[src/rtl/arlrsf_pkg.sv]
// Shared constants and register codes for the autoregressive log-return forecast block.
// Used by the log unit, the ratio stage, the tap cells and the top level. No dependencies.
`default_nettype none

package arlrsf_pkg;

	// Default length of the tap chain.
	localparam int TAPS_DEF = 6;
	// Number of coefficient registers; taps beyond these carry weight zero.
	localparam int NCOEF = 6;

	localparam int PRICE_W   = 32;
	localparam int LOG_INT_W = 5;
	localparam int LOG_FRAC  = 24;
	localparam int LOG_W     = LOG_INT_W + LOG_FRAC;
	localparam int RATIO_W   = 24;
	localparam int COEF_W    = 24;
	localparam int TAPSEL_W  = 3;
	localparam int SUM_W     = 40;
	localparam int FRAC_OUT  = 20;
	localparam int APB_AW    = 5;
	localparam int APB_DW    = 32;

	// ln(2) in Q0.32.
	localparam logic [31:0] LN2_Q32 = 32'd2977044472;

	localparam logic signed [RATIO_W-1:0] RATIO_MAX = 24'sh7FFFFF;
	localparam logic signed [RATIO_W-1:0] RATIO_MIN = 24'sh800000;

	typedef enum logic [2:0] {
		REG_ACTIVE_TAPS = 3'd0,
		REG_COEF_TAP0   = 3'd1,
		REG_COEF_TAP1   = 3'd2,
		REG_COEF_TAP2   = 3'd3,
		REG_COEF_TAP3   = 3'd4,
		REG_COEF_TAP4   = 3'd5,
		REG_COEF_TAP5   = 3'd6
	} reg_idx_t;

endpackage

`default_nettype wire

[src/rtl/arlrsf_tap_cell.sv]
// One cell of the tap chain: holds one log ratio and adds its weighted term to the
// partial sum passing through. Depends on arlrsf_pkg.
`default_nettype none

module arlrsf_tap_cell #(
	parameter int ACC_W = 51
) (
	input  wire logic                                  clk,
	input  wire logic                                  arst_n,
	input  wire logic                                  push,
	input  wire logic                                  en,
	input  wire logic signed [arlrsf_pkg::COEF_W-1:0]  coef,
	input  wire logic signed [arlrsf_pkg::RATIO_W-1:0] ratio_in,
	output logic signed [arlrsf_pkg::RATIO_W-1:0]      ratio_out,
	input  wire logic                                  sum_vld_in,
	input  wire logic signed [ACC_W-1:0]               sum_in,
	output logic                                       sum_vld_out,
	output logic signed [ACC_W-1:0]                    sum_out
);

	localparam int PROD_W = arlrsf_pkg::COEF_W + arlrsf_pkg::RATIO_W;

	logic signed [arlrsf_pkg::RATIO_W-1:0] ratio_q;
	logic                                  vld_q;
	logic signed [ACC_W-1:0]               sum_q;
	logic signed [PROD_W-1:0]              prod;

	assign prod = coef * ratio_q;

	always_ff @(posedge clk or negedge arst_n) begin
		if (!arst_n) begin
			ratio_q <= '0;
			vld_q   <= 1'b0;
		end else begin
			if (push) begin
				ratio_q <= ratio_in;
			end
			vld_q <= sum_vld_in;
		end
	end

	// A cell outside the lookback passes the sum through unchanged.
	always_ff @(posedge clk) begin
		sum_q <= en ? (sum_in + ACC_W'(prod)) : sum_in;
	end

	assign ratio_out   = ratio_q;
	assign sum_vld_out = vld_q;
	assign sum_out     = sum_q;

endmodule

`default_nettype wire

[config.mk]
export PLATFORM = sky130hd
export DESIGN_NAME = arlrsf_tap_cell
export DESIGN_NICKNAME = d
export VERILOG_FILES = /design/src/rtl/arlrsf_pkg.sv /design/src/rtl/arlrsf_tap_cell.sv
export SDC_FILE = /design/constraint.sdc
export NUM_CORES = 2
export LEC_CHECK = 0
export BUFFER_PORTS_ARGS = -buffer_cell sky130_fd_sc_hd__clkbuf_2
export CORE_AREA = 2 2 258 260
export CTS_CLUSTER_DIAMETER = 80
export CTS_CLUSTER_SIZE = 28
export DETAILED_ROUTE_END_ITERATION = 10
export DIE_AREA = 0 0 260 262
export PLACE_DENSITY_LB_ADDON = 0.05
export REMOVE_ABC_BUFFERS = 1
export SETUP_SLACK_MARGIN = 0.05
export SLEW_MARGIN = 40
export SYNTH_ARGS = -nofsm -noshare
export SYNTH_HDL_FRONTEND = slang
export SYNTH_SLANG_ARGS = --single-unit
[constraint.sdc]
create_clock -name clk -period 18.1 [get_ports clk]
set_clock_uncertainty 0.05 [all_clocks]
set_input_delay 3.62 -clock clk [delete_from_list [all_inputs] [get_ports clk]]
set_output_delay 3.62 -clock clk [all_outputs]
set_load 0.01 [all_outputs]
==> impl_metrics.env <==
export IMPL_part_of_the_cycle_the_worst_path_needs=0.607
export IMPL_ys_ff_latch=76
export IMPL_post_synth_num_cell_types=71
export IMPL_cts_reportedPaths_clkPinSlew_ns=0.08
export IMPL_synth_most_common_cell="inv_1"
export IMPL_synth_async_reset_ratio=0.329
export IMPL_global_route_usage_met2=0.424
export IMPL_synthFlopType="dfxtp_1"
export IMPL_hpwl_microns=62400
export IMPL_routed_via_density=4.97
export IMPL_netlist_area_sq_um=26000
export IMPL_die_x_microns=260
export IMPL_post_cts_repair_setup_buffers=0
export IMPL_ys_top_cells_by_count="inv_1, fa_1, nand2_1, and2_1, ha_1"
export IMPL_numClockSinks=76
export IMPL_post_synth_top_area_cell="fa_1"
export IMPL_clk_path_buf_depth=2
export IMPL_worst_hold_path_type="reg -> reg"
export IMPL_port_buffers=179
export IMPL_remaining_drc_errors=0
export IMPL_tns_ns=0
export IMPL_cp_start_kind="input port"
export IMPL_netlist_top_cells_area="fa_1, inv_1, ha_1, and2_1, nand2_1"
export IMPL_floorplan_die_height_microns=262
export IMPL_result_of_the_run="complete, no violations"
export IMPL_wl_per_cell_microns=20.8
export IMPL_gpl_final_weighted_congestion=0.863
export IMPL_tritoncts_num_buffers=9
export IMPL_dpl_cell_area_sq_um=27800
export IMPL_worst_slack_ns=7.11
export IMPL_post_cts_resized_instances=0
export IMPL_floorplan_core_area_sq_um=65300
export IMPL_timing_max_cap_violations=0
export IMPL_global_route_wire_length_before_repair_microns=122000
export IMPL_design_die_area_sq_um=68100
export IMPL_count_of_flip_flops_with_a_built_in_enable_after_synthesis=0
export IMPL_drive_above_1_share=0.109
export IMPL_clk_latency_ns=0.39
export IMPL_hold_path_startpoint="ratio_out[20]$_DFFE_PN0P_"
export IMPL_critPathCaptureType="flop"
export IMPL_post_place_ws_ns=6.68
export IMPL_htree_levels=3
export IMPL_detailed_route_via_count=18400
export IMPL_critical_path_reg2reg_startpoint="ratio_out[0]$_DFFE_PN0P_"
export IMPL_design_portCount=180
export IMPL_grt_start_max_net_pins=41
export IMPL_synthDominantCellAreaShare=0.518
export IMPL_grt_antenna_before_repair=2
export IMPL_post_cts_hold_buffer_count=0
export IMPL_layout_cells_non_filler=3706
export IMPL_m3_gr_usage=0.0269
export IMPL_num_nets_final=3777
export IMPL_arrival_ns=11.22
export IMPL_setup_worst_path_start="coef[13]"
export IMPL_drt_pre_antenna_iters=5
export IMPL_timing_final_max_slew_violations=0
export IMPL_via_count_of_the_first_global_routing_pass=20700
export IMPL_report_final_hold_viol_count=0
export IMPL_post_synthesis_instance_total=2727
export IMPL_critPathMaxFanout=24
export IMPL_grt_most_used_layer="met2"
export IMPL_setup_viol=0
export IMPL_timing_slew_headroom=0.379
export IMPL_max_freq_ghz=0.0910
export IMPL_use_met1=0.318
export IMPL_globalRouteOverflowTotal=0
export IMPL_drt_total_wl_microns=77100
export IMPL_remaining_number_of_nets_flagged_by_the_antenna_check_after_routing=0
export IMPL_syn_area_per_cell_sq_um=9.53
export IMPL_share_of_synthesized_area_occupied_by_flip_flops_and_latches=0.0634
export IMPL_rsz_0062_raised_after_global_routing="no"
export IMPL_cp_data_required_time_ns=18.32
export IMPL_floorplan_initialDensity=0.398
export IMPL_cts_tree="built"
export IMPL_floorplan_rows=94
export IMPL_syn2layout_area_growth_pct=8.21
export IMPL_worst_max_slew_pin_slew_ns=0.921
export IMPL_layout_cell_area_non_filler_sq_um=28100
export IMPL_initialDrtViolationCount=898
export IMPL_place_detailed_instances=3689
export IMPL_ctsRootBufferMaster="clkbuf_16"
export IMPL_all_layer_gr_usage=0.239
export IMPL_ys_warnings_count=0
export IMPL_critical_path_class="in -> reg"
export IMPL_post_route_min_period_ns=10.99
==> routing by layer <==
layer  part of all wire  up-vias
met5                  0        -
met4              0.016        0
met3              0.046       68
met2               0.51      459
met1               0.43     9729
li1                   -     8148
==> critical path, cell delays in order <==
cell,delay (ns)
clkbuf_2,0.57
nand2_1,0.16
fa_1,0.54
inv_1,0.05
fa_1,0.49
inv_1,0.06
fa_1,0.47
fa_1,0.55
inv_1,0.06
fa_1,0.52
fa_1,0.55
inv_1,0.06
fa_1,0.48
inv_1,0.04
ha_1,0.34
a21oi_1,0.24
o211ai_1,0.17
a221oi_1,0.29
o21ai_0,0.16
o21ai_0,0.74
a21oi_1,0.36
o211ai_1,0.27
o31ai_1,0.10
a221o_1,0.30
==> cells in the final DEF (no fill, tap or decap), types with 5 or more instances in the layout <==
cell,synthesis,routed
inv_1,714,713
fa_1,672,671
nand2_1,367,367
and2_1,226,226
clkbuf_2,0,178
ha_1,165,165
mux2_2,57,57
a21oi_1,51,51
dfxtp_1,51,51
nor2_1,48,48
a21o_1,33,33
xnor2_1,33,33
buf_4,0,33
dfrtp_1,25,23
o21ai_0,20,20
xor2_1,13,13
nand3_1,11,11
and3_1,10,10
nor2b_1,10,10
clkbuf_16,0,9
nor3_1,8,8
nand2b_1,7,7
o21a_1,5,5
o31ai_1,5,5
==> stage by stage <==
stage	util	hold slack, ns
2_1_floorplan	-	0.805
3_3_place_gp	0.426	0.444
3_5_place_dp	0.426	0.447
4_1_cts	0.431	0.466
5_1_grt	0.431	0.472
6_report	0.431	0.463
==> cell type report <==
cell class                 instances  area [sq um]
multi-input combinational       1823         21200
tap                              864          1080
timing repair buffer             211          1140
clock inverter                     7           105
antenna                            1          2.50
inverter                         715          2680
sequential                        76          1650
clock buffer                       9           225
fill                            6522         37200
==> cells by family after synthesis <==
group / count (synthesis) / share of synthesized area
AOI/OAI and AO/OA: 172 / 0.0477
xor gates and xnor gates: 46 / 0.0155
adders and majority gates: 837 / 0.597
buffers and inverters: 828 / 0.120
DFF: 76 / 0.0634
muxes: 58 / 0.0251
and+or+nand+nor: 710 / 0.132
==> registers in the layout, indices dropped and copies added (netlist names) <==
signal       flops
sum_out         51
ratio_out       24
sum_vld_out      1
==> worst paths after layout <==
kind | to | slack, ns | cells after the start
setup / recovery | sum_out[49]$_DFF_P_ | 7.11 | 24
hold / removal | ratio_out[20]$_DFFE_PN0P_ | 0.46 | 1
setup reg to reg | sum_out[49]$_DFF_P_ | 10.11 | 24
hold reg to reg | ratio_out[20]$_DFFE_PN0P_ | 0.46 | 1
max in group asynchronous | ratio_out[8]$_DFFE_PN0P_ | 14.34 | 1
min in group asynchronous | ratio_out[5]$_DFFE_PN0P_ | 3.19 | 1
Power is left out: the tool's default activity adds up to more than one toggle a clock period on the data nets, which glitch-free logic cannot reach.
